## src/hw/rtl/hcd_pkg.sv

```systemverilog
// Shared types, codes and small decode functions for the host command deframer.
// No dependencies; every other file of the block imports this package.
package hcd_pkg;

  // Command byte values on the wire.
  localparam logic [7:0] CMD_BYTE_SEND    = 8'h01;
  localparam logic [7:0] CMD_BYTE_CONFIG  = 8'h02;
  localparam logic [7:0] CMD_BYTE_DISPLAY = 8'h03;

  // Config tag characters.
  localparam logic [7:0] TAG_UPPER_T = 8'h54;  // 'T'
  localparam logic [7:0] TAG_UPPER_C = 8'h43;  // 'C'
  localparam logic [7:0] TAG_UPPER_R = 8'h52;  // 'R'
  localparam logic [7:0] TAG_LOWER_C = 8'h63;  // 'c'

  // Minimum body lengths of the config frames.
  localparam int unsigned SETTINGS_MIN_LEN = 20;
  localparam int unsigned RETUNE_MIN_LEN   = 6;

  // Number of leading body bytes kept for config decode.
  localparam int unsigned HEAD_DEPTH = 16;

  // Bandwidth values in kHz.
  localparam logic [8:0] BW_125 = 9'd125;
  localparam logic [8:0] BW_250 = 9'd250;
  localparam logic [8:0] BW_500 = 9'd500;

  // Parser phase.
  typedef enum logic [1:0] {
    PH_IDLE = 2'd0,
    PH_LEN  = 2'd1,
    PH_BODY = 2'd2
  } phase_t;

  // Command held for the current frame.
  typedef enum logic [1:0] {
    FRAME_NONE    = 2'd0,
    FRAME_SEND    = 2'd1,
    FRAME_CONFIG  = 2'd2,
    FRAME_DISPLAY = 2'd3
  } cmd_t;

  // Result kinds.
  typedef enum logic [2:0] {
    KIND_SEND      = 3'd0,
    KIND_DISPLAY   = 3'd1,
    KIND_TX_SET    = 3'd2,
    KIND_RX_SET    = 3'd3,
    KIND_TX_RETUNE = 3'd4
  } kind_t;

  // One result item.
  typedef struct packed {
    kind_t             kind;
    logic [7:0]        data_byte;
    logic [8:0]        byte_index;
    logic              last_byte;
    logic [31:0]       freq_hz;
    logic signed [7:0] tx_power;
    logic [8:0]        bandwidth_khz;
    logic [7:0]        spread_factor;
    logic [3:0]        coding_rate;
    logic [7:0]        preamble_len;
    logic              crc_enable;
  } result_t;

  // Bandwidth code to kHz.
  function automatic logic [8:0] bw_of(input logic [7:0] code);
    logic [8:0] bw;
    case (code)
      8'd1:    bw = BW_250;
      8'd2:    bw = BW_500;
      default: bw = BW_125;
    endcase
    return bw;
  endfunction

  // Coding rate code 1..4 maps to 5..8; anything else gives 5.
  function automatic logic [3:0] cr_of(input logic [7:0] code);
    logic [3:0] cr;
    if (code >= 8'd1 && code <= 8'd4) begin
      cr = code[3:0] + 4'd4;
    end else begin
      cr = 4'd5;
    end
    return cr;
  endfunction

endpackage

```

## src/hw/rtl/hcd_cfg_decode.sv

```systemverilog
// Config frame decoder: turns the leading body bytes of a config frame into one
// settings result. Depends on hcd_pkg.
module hcd_cfg_decode #(
  parameter int unsigned LEN_W = 9
) (
  input  logic [7:0]       head [hcd_pkg::HEAD_DEPTH],
  input  logic [LEN_W-1:0] body_length,
  output logic             valid,
  output hcd_pkg::result_t res
);
  import hcd_pkg::*;

  logic [16:0] len_ext;
  logic        long_enough;
  logic        retune_ok;
  logic [31:0] freq;

  assign len_ext     = 17'(body_length);
  assign long_enough = len_ext >= 17'(SETTINGS_MIN_LEN);
  assign retune_ok   = len_ext >= 17'(RETUNE_MIN_LEN);
  assign freq        = {head[5], head[4], head[3], head[2]};

  // Match the two tag bytes and fill the settings fields.
  always_comb begin
    res   = '0;
    valid = 1'b0;
    if (head[0] == TAG_UPPER_T && head[1] == TAG_UPPER_C && long_enough) begin
      valid             = 1'b1;
      res.kind          = KIND_TX_SET;
      res.freq_hz       = freq;
      res.tx_power      = head[7];
      res.bandwidth_khz = bw_of(head[9]);
      res.spread_factor = head[10];
      res.coding_rate   = cr_of(head[11]);
      res.preamble_len  = head[12];
      res.crc_enable    = head[14] != 8'd0;
    end else if (head[0] == TAG_UPPER_R && head[1] == TAG_UPPER_C && long_enough) begin
      valid             = 1'b1;
      res.kind          = KIND_RX_SET;
      res.freq_hz       = freq;
      res.bandwidth_khz = bw_of(head[7]);
      res.spread_factor = head[8];
      res.coding_rate   = cr_of(head[9]);
      res.preamble_len  = head[11];
      res.crc_enable    = head[15] != 8'd0;
    end else if (head[0] == TAG_UPPER_T && head[1] == TAG_LOWER_C && retune_ok) begin
      valid       = 1'b1;
      res.kind    = KIND_TX_RETUNE;
      res.freq_hz = freq;
    end
  end

endmodule

```

## src/hw/rtl/hcd_parser.sv

```systemverilog
// Frame parser: command, length and body tracking, head byte capture and result
// generation for one accepted byte. Depends on hcd_pkg and hcd_cfg_decode.
module hcd_parser #(
  parameter int unsigned MAX_BODY = 259,
  parameter int unsigned MAX_SEND = 255,
  parameter int unsigned MAX_TEXT = 255
) (
  input  logic             clk,
  input  logic             rst,
  input  logic             take,
  input  logic [7:0]       rx_byte,
  output logic             res_valid,
  output hcd_pkg::result_t res
);
  import hcd_pkg::*;

  localparam int unsigned LEN_W     = $clog2(MAX_BODY + 1);
  localparam logic [16:0] BODY_LIM  = 17'(MAX_BODY);
  localparam logic [16:0] SEND_LIM  = 17'(MAX_SEND);
  localparam logic [16:0] TEXT_LIM  = 17'(MAX_TEXT);
  localparam int unsigned HEAD_AW   = $clog2(HEAD_DEPTH);

  phase_t           phase, phase_next;
  cmd_t             command, command_next;
  logic [7:0]       length_low, length_low_next;
  logic             length_seen, length_seen_next;
  logic [LEN_W-1:0] body_length, body_length_next;
  logic [LEN_W-1:0] body_count, body_count_next;
  logic [7:0]       head [HEAD_DEPTH];
  logic [7:0]       head_eff [HEAD_DEPTH];

  logic [15:0]      len_full;
  logic             len_bad;
  logic [LEN_W-1:0] count_inc;
  logic             last;
  logic             in_head;
  logic [HEAD_AW-1:0] head_addr;
  logic [16:0]      len_ext;
  logic [16:0]      idx_ext;
  logic [16:0]      text_lim;
  logic             cfg_valid;
  result_t          cfg_res;

  // Length word and body position.
  assign len_full  = {rx_byte, length_low};
  assign len_bad   = (len_full == 16'd0) || (17'(len_full) > BODY_LIM);
  assign count_inc = body_count + LEN_W'(1);
  assign last      = count_inc >= body_length;
  assign in_head   = body_count < LEN_W'(HEAD_DEPTH);
  assign head_addr = body_count[HEAD_AW-1:0];
  assign len_ext   = 17'(body_length);
  assign idx_ext   = 17'(body_count);
  assign text_lim  = (len_ext < TEXT_LIM) ? len_ext : TEXT_LIM;

  // Head bytes as they stand once the current byte is written.
  always_comb begin
    for (int i = 0; i < HEAD_DEPTH; i++) begin
      head_eff[i] = (in_head && head_addr == HEAD_AW'(i)) ? rx_byte : head[i];
    end
  end

  hcd_cfg_decode #(
    .LEN_W(LEN_W)
  ) u_cfg_decode (
    .head        (head_eff),
    .body_length (body_length),
    .valid       (cfg_valid),
    .res         (cfg_res)
  );

  // Next state and result for the byte on rx_byte.
  always_comb begin
    phase_next       = phase;
    command_next     = command;
    length_low_next  = length_low;
    length_seen_next = length_seen;
    body_length_next = body_length;
    body_count_next  = body_count;
    res_valid        = 1'b0;
    res              = '0;
    case (phase)
      PH_LEN: begin
        if (!length_seen) begin
          length_low_next  = rx_byte;
          length_seen_next = 1'b1;
        end else begin
          length_seen_next = 1'b0;
          body_count_next  = '0;
          if (len_bad) begin
            phase_next = PH_IDLE;
          end else begin
            body_length_next = LEN_W'(len_full);
            phase_next       = PH_BODY;
          end
        end
      end
      PH_BODY: begin
        body_count_next = count_inc;
        case (command)
          FRAME_SEND: begin
            if (len_ext <= SEND_LIM) begin
              res_valid      = 1'b1;
              res.kind       = KIND_SEND;
              res.data_byte  = rx_byte;
              res.byte_index = 9'(body_count);
              res.last_byte  = last;
            end
          end
          FRAME_DISPLAY: begin
            if (idx_ext < text_lim) begin
              res_valid      = 1'b1;
              res.kind       = KIND_DISPLAY;
              res.data_byte  = rx_byte;
              res.byte_index = 9'(body_count);
              res.last_byte  = (idx_ext + 17'd1) == text_lim;
            end
          end
          FRAME_CONFIG: begin
            if (last && cfg_valid) begin
              res_valid = 1'b1;
              res       = cfg_res;
            end
          end
          default: begin
          end
        endcase
        if (last) begin
          phase_next      = PH_IDLE;
          body_count_next = '0;
        end
      end
      default: begin
        phase_next = PH_IDLE;
        if (rx_byte == CMD_BYTE_SEND || rx_byte == CMD_BYTE_CONFIG ||
            rx_byte == CMD_BYTE_DISPLAY) begin
          command_next     = cmd_t'(rx_byte[1:0]);
          phase_next       = PH_LEN;
          length_seen_next = 1'b0;
          body_count_next  = '0;
        end
      end
    endcase
  end

  // Control state.
  always_ff @(posedge clk) begin
    if (rst) begin
      phase       <= PH_IDLE;
      command     <= FRAME_NONE;
      length_low  <= '0;
      length_seen <= 1'b0;
      body_length <= '0;
      body_count  <= '0;
    end else if (take) begin
      phase       <= phase_next;
      command     <= command_next;
      length_low  <= length_low_next;
      length_seen <= length_seen_next;
      body_length <= body_length_next;
      body_count  <= body_count_next;
    end
  end

  // Leading body bytes of the current frame.
  always_ff @(posedge clk) begin
    if (take && phase == PH_BODY && in_head) begin
      head[head_addr] <= rx_byte;
    end
  end

  // A frame body never runs past its length.
  assert property (@(posedge clk) disable iff (rst)
    phase == PH_BODY |-> body_count < body_length)
    else $error("body position past frame length");

  // Results only come out of a frame body.
  assert property (@(posedge clk) disable iff (rst)
    res_valid |-> phase == PH_BODY)
    else $error("result outside a frame body");

  // An oversized send frame never emits a byte.
  assert property (@(posedge clk) disable iff (rst)
    (res_valid && res.kind == KIND_SEND) |-> len_ext <= SEND_LIM)
    else $error("byte emitted from an oversized send frame");

  // A bad length word sends the parser back to idle.
  assert property (@(posedge clk) disable iff (rst)
    (take && phase == PH_LEN && length_seen && len_bad) |=> phase == PH_IDLE)
    else $error("bad length did not return to idle");

endmodule

```

## src/hw/rtl/hcd_out_reg.sv

```systemverilog
// Result register: holds one result item until the downstream side takes it.
// Depends on hcd_pkg.
module hcd_out_reg (
  input  logic             clk,
  input  logic             rst,
  input  logic             load,
  input  logic             load_valid,
  input  hcd_pkg::result_t load_res,
  input  logic             out_ready,
  output logic             out_valid,
  output logic             free,
  output hcd_pkg::result_t res
);
  import hcd_pkg::*;

  // The register can take a new item when empty or being emptied this cycle.
  assign free = !out_valid || out_ready;

  always_ff @(posedge clk) begin
    if (rst) begin
      out_valid <= 1'b0;
    end else if (free) begin
      out_valid <= load && load_valid;
    end
  end

  always_ff @(posedge clk) begin
    if (free && load && load_valid) begin
      res <= load_res;
    end
  end

endmodule

```

## src/hw/rtl/host_command_deframer_core.sv

```systemverilog
// Host command deframer top level: byte input channel, parser and result register.
// Depends on hcd_pkg, hcd_parser and hcd_out_reg.
//
//   Channel  Handshake            Payload
//   input    in_valid / in_ready  rx_byte
//   output   out_valid/out_ready  kind, data_byte, byte_index, last_byte, freq_hz,
//                                 tx_power, bandwidth_khz, spread_factor,
//                                 coding_rate, preamble_len, crc_enable
//
// One byte is taken per cycle while in_ready is high; its result, if any, shows in the cycle after it is taken.
// The parser updates on the accepting edge, the result register decouples the sides.
// in_ready is low only while a result sits unaccepted and out_ready is low.
// Synchronous reset returns the parser to idle and empties the result register.
module host_command_deframer_core #(
  parameter int unsigned MAX_BODY = 259,
  parameter int unsigned MAX_SEND = 255,
  parameter int unsigned MAX_TEXT = 255
) (
  input  logic              clk,
  input  logic              rst,
  input  logic              in_valid,
  output logic              in_ready,
  input  logic [7:0]        rx_byte,
  output logic              out_valid,
  input  logic              out_ready,
  output logic [2:0]        kind,
  output logic [7:0]        data_byte,
  output logic [8:0]        byte_index,
  output logic              last_byte,
  output logic [31:0]       freq_hz,
  output logic signed [7:0] tx_power,
  output logic [8:0]        bandwidth_khz,
  output logic [7:0]        spread_factor,
  output logic [3:0]        coding_rate,
  output logic [7:0]        preamble_len,
  output logic              crc_enable
);
  import hcd_pkg::*;

  logic    take;
  logic    free;
  logic    res_valid;
  result_t parse_res;
  result_t out_res;

  assign in_ready = free;
  assign take     = in_valid && free;

  hcd_parser #(
    .MAX_BODY(MAX_BODY),
    .MAX_SEND(MAX_SEND),
    .MAX_TEXT(MAX_TEXT)
  ) u_parser (
    .clk       (clk),
    .rst       (rst),
    .take      (take),
    .rx_byte   (rx_byte),
    .res_valid (res_valid),
    .res       (parse_res)
  );

  hcd_out_reg u_out_reg (
    .clk        (clk),
    .rst        (rst),
    .load       (take),
    .load_valid (res_valid),
    .load_res   (parse_res),
    .out_ready  (out_ready),
    .out_valid  (out_valid),
    .free       (free),
    .res        (out_res)
  );

  // Result fields onto their ports.
  assign kind          = out_res.kind;
  assign data_byte     = out_res.data_byte;
  assign byte_index    = out_res.byte_index;
  assign last_byte     = out_res.last_byte;
  assign freq_hz       = out_res.freq_hz;
  assign tx_power      = out_res.tx_power;
  assign bandwidth_khz = out_res.bandwidth_khz;
  assign spread_factor = out_res.spread_factor;
  assign coding_rate   = out_res.coding_rate;
  assign preamble_len  = out_res.preamble_len;
  assign crc_enable    = out_res.crc_enable;

endmodule

```

## config.mk

```make
export PLATFORM = sky130hd
export DESIGN_NAME = host_command_deframer_core
export DESIGN_NICKNAME = d
export VERILOG_FILES = /design/src/hw/rtl/hcd_pkg.sv /design/src/hw/rtl/hcd_cfg_decode.sv /design/src/hw/rtl/hcd_parser.sv /design/src/hw/rtl/hcd_out_reg.sv /design/src/hw/rtl/host_command_deframer_core.sv
export SDC_FILE = /design/constraint.sdc
export NUM_CORES = 1
export LEC_CHECK = 0
export ABC_CLOCK_PERIOD_IN_PS = 7200
export BUFFER_PORTS_ARGS = -buffer_cell sky130_fd_sc_hd__clkbuf_2
export CORE_ASPECT_RATIO = 0.6
export CORE_UTILIZATION = 40
export DETAILED_ROUTE_END_ITERATION = 10
export PLACE_DENSITY_LB_ADDON = 0.05
export SLEW_MARGIN = 20
export SYNTH_ARGS = -nofsm -noshare
export SYNTH_HDL_FRONTEND = slang
export SYNTH_SLANG_ARGS = --single-unit
```

## constraint.sdc

```tcl
create_clock -name clk -period 7.2 [get_ports clk]
set_clock_uncertainty 0.05 [all_clocks]
set_input_delay 0.72 -clock clk [delete_from_list [all_inputs] [get_ports clk]]
set_output_delay 0.72 -clock clk [all_outputs]
set_load 0.05 [all_outputs]
```

Yosys cells after proc, flatten, opt, wreduce, memory -nomap -nowiden
Memories as Yosys holds them, arrays and structs flattened.
Index checks and enable logic that the tools add are counted.
{ "totals": {"mem_count": 1, "inputBits": 12, "ram_bits": 128, "regBits": 123, "output_inout_bits": 93} }
{ "op_classes": {"n_mux": 54, "eq_ne": 32, "magnitude_cmp": 12, "bitwise_logic": 4, "n_reduce_logical": 49, "add_sub_neg": 4} }
{ "mem_list": {"columns": ["name", "depth", "width", "read_ports", "rd_clocked_by_memory_dff", "wr", "line_no", "text"], "rows": [
  ["u_parser.head", 16, 8, 14, 0, 1, "hcd_parser.sv:29", "logic [7:0] head [HEAD_DEPTH];"]
]} }
{ "ops": {"columns": ["cell", "n"], "rows": [
  ["$mux W8", 15],
  ["$mux W32", 3],
  ["$mux W91", 1],
  ["$pmux W21 S3", 1],
  ["$mux W30", 2],
  ["$pmux W9 S2", 3],
  ["$mux W9", 4],
  ["$eq A8 B2 Y1 const B", 4],
  ["$eq A8 B7 Y1 const B", 4],
  ["$logic_and A1 B1 Y1", 29],
  ["$eq A4 B4 Y1 const B", 7],
  ["$eq A8 B1 Y1 const B", 3],
  ["$mux W19", 1],
  ["$mux W18", 1],
  ["$reduce_and A3 Y1", 6],
  ["$eq A17 B17 Y1", 1],
  ["$lt A9 B17 Y1", 1],
  ["$ge A8 B1 Y1 const B", 2],
  ["$gt A16 B9 Y1 const B", 1],
  ["$le A8 B3 Y1 const B", 2],
  ["$logic_not A16 Y1", 1],
  ["$reduce_bool A8 Y1", 2],
  ["$eq A4 B3 Y1 const B", 3],
  ["$mux W1", 12],
  ["other kinds (28)", 46]
]} }

Longest topological paths before layout
{ "logic_depth": {"word_depth": 14, "depth_mapped": 14, "mapped_depth_nobuf": 11} }

Hierarchy
A second synthesis with hierarchy kept.
{ "hier_totals": {"cells_unflattened": 933, "area_unflattened_um2": 12253.0} }
{ "by_module_without_submodules": {"columns": ["mod", "area_each_um2", "instances", "cells_per_inst", "seq_area_each_um2"], "rows": [
  ["hcd_parser", 8293.0, 1, 675, 4464.3],
  ["hcd_out_reg", 2795.2, 1, 96, 2752.6],
  ["hcd_cfg_decode", 1158.6, 1, 161, 0.0],
  ["host_command_deframer_core", 6.3, 1, 1, 0.0]
]} }

Least setup slack after synthesis
No wires, ideal clock.
{ "synth_path": {"kind": "reg-to-reg", "from": "register u_parser.body_count[0]", "to": "register u_out_reg.res[0] (netlist bit), enable pin", "arrival_ns": 6.949, "period_less_slack_ns": 7.564, "path_stages_with_launch": 14, "slack_ns": -0.364, "required_ns": 6.584, "path_cell_list": "dfxtp_1 ha_1 clkbuf_1 nand3_1 or2_2 clkbuf_1 xnor2_1 ha_1 nand3_1 o221ai_1 a21o_1 a31o_2 o211ai_1 a21oi_1"} }
{ "synth_between": {"elab_chain_len": 14, "elab_cells_between_ends": 29, "cone_classes": "1 x add/sub; 3 x order compare; 5 x eq/ne; 9 x mux; 11 x reduce/logical"} }
{ "synth_rtl": {"columns": ["item", "line_no", "text"], "rows": [
  ["start: declaration", "hcd_parser.sv:28", "logic [LEN_W-1:0] body_count, body_count_next;"],
  ["start signal: assignment", "hcd_parser.sv:160", "body_count <= body_count_next;"],
  ["$lt A9 B5 Y1 (tied with other cells)", "hcd_parser.sv:49", "assign in_head = body_count < LEN_W'(HEAD_DEPTH);"],
  ["$logic_and A1 B1 Y1", "hcd_parser.sv:58", "head_eff[i] = (in_head && head_addr == HEAD_AW'(i)) ? rx_byte : head[i];"],
  ["$mux W8", "hcd_parser.sv:58", null],
  ["$eq A8 B7 Y1 (on tied branches)", "hcd_cfg_decode.sv:27, hcd_cfg_decode.sv:46", null],
  ["$logic_and A1 B1 Y1 (2 in series)", "hcd_cfg_decode.sv:46", "end else if (head[0] == TAG_UPPER_T && head[1] == TAG_LOWER_C && retune_ok) begin"],
  ["$mux W1", "hcd_cfg_decode.sv:46", null],
  ["$mux W1", "hcd_cfg_decode.sv:37", "end else if (head[0] == TAG_UPPER_R && head[1] == TAG_UPPER_C && long_enough) begin"],
  ["$mux W1", "hcd_cfg_decode.sv:27", "if (head[0] == TAG_UPPER_T && head[1] == TAG_UPPER_C && long_enough) begin"],
  ["$logic_and A1 B1 Y1", "hcd_parser.sv:119", "if (last && cfg_valid) begin"],
  ["$mux W1", "hcd_parser.sv:119", null],
  ["$pmux W1 S3 (*)", "hcd_parser.sv:99", "case (command)"],
  ["$mux W1 (*)", "hcd_parser.sv:81", "case (phase)"],
  ["$logic_and A1 B1 Y1 (*)", "hcd_out_reg.sv:28", "if (free && load && load_valid) begin"],
  ["end signal: assignment", "hcd_out_reg.sv:29", "res <= load_res;"],
  ["end: declaration", "hcd_out_reg.sv:12", "output hcd_pkg::result_t res"]
]} }
Every way passes the cells marked *; elsewhere a longest branch is shown, timed or not.
A chain may end at the register's enable or synchronous reset.

Worst setup path after layout
{ "layout_path": {"from": "register u_parser.body_count[1]", "to": "register u_out_reg.res[60] (netlist bit) (data pin)"} }
{ "layout_between": {"elab_chain_len": 11, "elab_cells_between_ends": 30, "cone_classes": "1 x add/sub; 2 x order compare; 6 x eq/ne; 9 x mux; 12 x reduce/logical"} }
{ "layout_rtl": {"columns": ["item", "line_no"], "rows": [
  ["$lt A9 B5 Y1 (tied with other cells)", "hcd_parser.sv:49"],
  ["$logic_and A1 B1 Y1", "hcd_parser.sv:58"],
  ["$mux W8", "hcd_parser.sv:58"],
  ["$eq A8 B7 Y1 (on tied branches)", "hcd_cfg_decode.sv:27, hcd_cfg_decode.sv:46"],
  ["$logic_and A1 B1 Y1 (2 in series)", "hcd_cfg_decode.sv:46"],
  ["$mux W1", "hcd_cfg_decode.sv:46"],
  ["$mux W1", "hcd_cfg_decode.sv:37"],
  ["$mux W1", "hcd_cfg_decode.sv:27"],
  ["$logic_and A1 B1 Y1", "hcd_parser.sv:119"],
  ["$reduce_and A3 Y1 (no line)", null]
]} }
Several ways; a longest one is shown, not always the timed one.

==> results.toml <==
[placed_design]
dp_cells = 1297
gp_congestion = 0.8938
dpl.hpwl_um = 18770
portBuffers = 104
place_area_mm2 = 0.01166

[die]
die_area_mm2 = 0.02754
core_mm2 = 0.02642
rows = 46
initial_utilization_pct = 40.66
io_pins = 105
die_y_um = 128.9
die_x_um = 213.6

[clocking]
cts_buffers = 24
clkTransAtPathRegs_ns = 0.07
cts_buffer_depth = 3
clock_sinks = 233
postCtsHoldBufs = 0
insertion_delay_ns = 0.53
cts_resized = 0
cts_root_buf = "clkbuf_16"
htree_levels = 1
cts_tree = "built"
post_cts_buffers = 0

[timing]
finalSetupViolCount = 0
fin_tns_setup_ns = 0
hold_viol_final = 0
fin_hold_ws_ns = 0.4538
rsz0062_at_grt = "no"
fmax_ghz = 0.2142
worstMarginPinSlew_ns = 1.021
final_period_minus_worst_setup_slack_ns = 4.668
drv_slew = 0
maxSlewHeadroom_pct = 31.92
fin_crit_sh_pct = 64.83

[run]
max_cap_viol_count = 0

[final_layout]
fin_area_mm2 = 0.01253
n_fill_cell = 2419
multi_input_area_mm2 = 0.003791
seq_area_mm2 = 0.006676
syn_to_final_growth_pct = 16.64
antenna_cells = 0
drive_above_1_share_pct = 18.53
nNetsFinal = 1004
final_cells = 1342

[worst_setup_path]
cp.arrival_ns = 4.99
crit_type = "reg2reg"
cp-end-kind = "flop"
start_kind = "flop"
worstPathRequired_ns = 7.52
crit_fanout = 32

[yosys]
synth_commonest_cells = "edfxtp_1 (201), mux2i_1 (87), nor2_1 (80), nand2_1 (57), and2_1 (49)"
ys.warnings.count = 0
ys_ff_latch = 233
syn-cell-area_mm2 = 0.01074
synthTopCellsByArea = "edfxtp_1 (56%), mux2i_1 (8.1%), dfxtp_1 (6.0%), ha_1 (3.3%), and2_1 (2.9%)"
yosysTopAreaCell = "edfxtp_1"
synth_flop_cell = "edfxtp_1"
synth_edf_count = 201
syn_nets = 903
netlist_instances = 863
async_reset_ff_share_pct = 0
yosysTopAreaCellShare_pct = 56.18
yosysMostFrequentCell = "edfxtp_1"
synth_cell_type_count = 63
seq_area_frac_synth_pct = 62.15
synth_area_per_cell_um2 = 12.45

[detailed_routing]
route.detailed.drc = 0
dr_total_vias = 7160
avgViaCountPerCell = 5.335
wl_per_cell_um = 21.28
drt-total-wl_um = 28560
drt_iter0_markers = 493
drtPass1Iterations = 5
ant_nets = 0

[hold_path]
hold_class = "reg2reg"

[power]
max-vdd-ir-drop_mv = 0.1478
p_leak_nw = 4.879
total_power_mw = 2.831
power_density_mw_per_mm2 = 225.9

[global_routing]
grt-ovfl-total = 0
grt_usage_pct = 21.22
grt_pass1_wl_um = 43260
grt_antenna_before_repair = 1
grt_max_degree = 46
grt_pass1_vias = 6812

[status]
outcome = "finished, final reports clean"
final timing paths:
kind | depth (start not counted) | slack (ns) | startpoint | end
max | 12 | 2.53 | u_parser.body_count[1] | u_out_reg.res[60]
max reg2reg | 12 | 2.53 | u_parser.body_count[1] | u_out_reg.res[60]
min | 2 | 0.45 | u_parser.phase[1] | u_parser.phase[1]
min reg2reg | 2 | 0.45 | u_parser.phase[1] | u_parser.phase[1]
kinds of logic after synthesis:
family | count (synthesis) | share of synthesized area, %
AO/OA/AOI/OAI | 121 | 7.047
XOR/XNOR | 13 | 1.060
adder cells (fa/ha/maj) | 28 | 3.261
buffers and inverters | 73 | 2.749
flip-flops | 233 | 62.15
multiplexers | 93 | 8.758
other | 1 | 0.03491
AND/OR/NAND/NOR | 301 | 14.94
critical path: stages, from the launching register on:
cell and delay [ns]:
dfxtp_1 0.48, ha_1 0.41, nand3_1 0.37, or2_2 0.49
nor3_1 0.19, xnor2_1 0.19, inv_1 0.07, ha_1 0.35
nand3_1 0.10, o21ai_2 0.80, o211ai_1 0.43, buf_4 0.37
a21oi_1 0.17
metal layers:
layer | vias to the layer above | global-route usage [%] | share of wire (%)
li1 | 3393 | - | -
met1 | 3536 | 34.28 | 53
met2 | 190 | 29.32 | 40
met3 | 39 | 3.588 | 5.3
met4 | 2 | 4.076 | 1.6
met5 | - | 0 | 0.046
per-stage QoR:
stage	util, %	setup slack [ns]
final	47.43	2.532
after global routing	47.43	2.156
after CTS	47.39	2.458
after detailed placement	44.12	2.497
after global placement	44.10	2.698
after floorplan	-	1.626
cells in the final DEF (no fill, tap or decap), types with 4 or more instances in the layout:
master | netlist | routed
nor3_1 | 7 | 6
nand4_1 | 6 | 6
nor4b_1 | 5 | 5
xor2_1 | 5 | 5
and3_1 | 12 | 12
buf_4 | 3 | 15
o211ai_1 | 4 | 4
o22ai_1 | 22 | 22
ha_1 | 28 | 28
mux2_2 | 5 | 5
clkbuf_2 | 1 | 106
nand2b_1 | 7 | 7
a21oi_1 | 41 | 40
dfxtp_1 | 32 | 32
or4_1 | 4 | 4
or2_2 | 4 | 4
clkbuf_8 | 0 | 6
nor2_1 | 80 | 80
o31ai_1 | 6 | 6
nor4_1 | 13 | 13
nand2_1 | 57 | 57
nand4b_1 | 8 | 8
nand3_1 | 17 | 17
a21boi_0 | 5 | 5
inv_1 | 28 | 28
and2_1 | 49 | 49
nor2b_1 | 12 | 12
xnor2_1 | 8 | 8
clkbuf_16 | 0 | 28
o21ai_0 | 18 | 17
edfxtp_1 | 201 | 201
mux2i_1 | 87 | 87
power by group:
group,internal [mW],total (mW),switching (mW),leakage (nW)
logic,0.00898,0.0464,0.0374,2.18
registers,1.45,1.46,0.000170,2.28
clock network,0.802,1.33,0.527,0.422
total,2.27,2.83,0.565,4.88
area by class of cell:
type / instances / area share [%]
clock buffer: 39 / 6.420
clock inverter: 5 / 0.4693
inverter: 28 / 0.8387
multi-input combinational: 557 / 30.25
sequential: 233 / 53.28
tap: 360 / 3.595
timing repair buffer: 120 / 5.142
registers in the layout, summed over array words and instances (netlist names):
name and flops:
u_parser.command 2, u_parser.body_count 9, u_parser.phase 2, u_out_reg.out_valid 1, u_parser.length_seen 1, u_parser.head 112
u_parser.body_length 9, u_parser.length_low 8, u_out_reg.res 89
No activity file was read; power rests on OpenSTA's default activity.
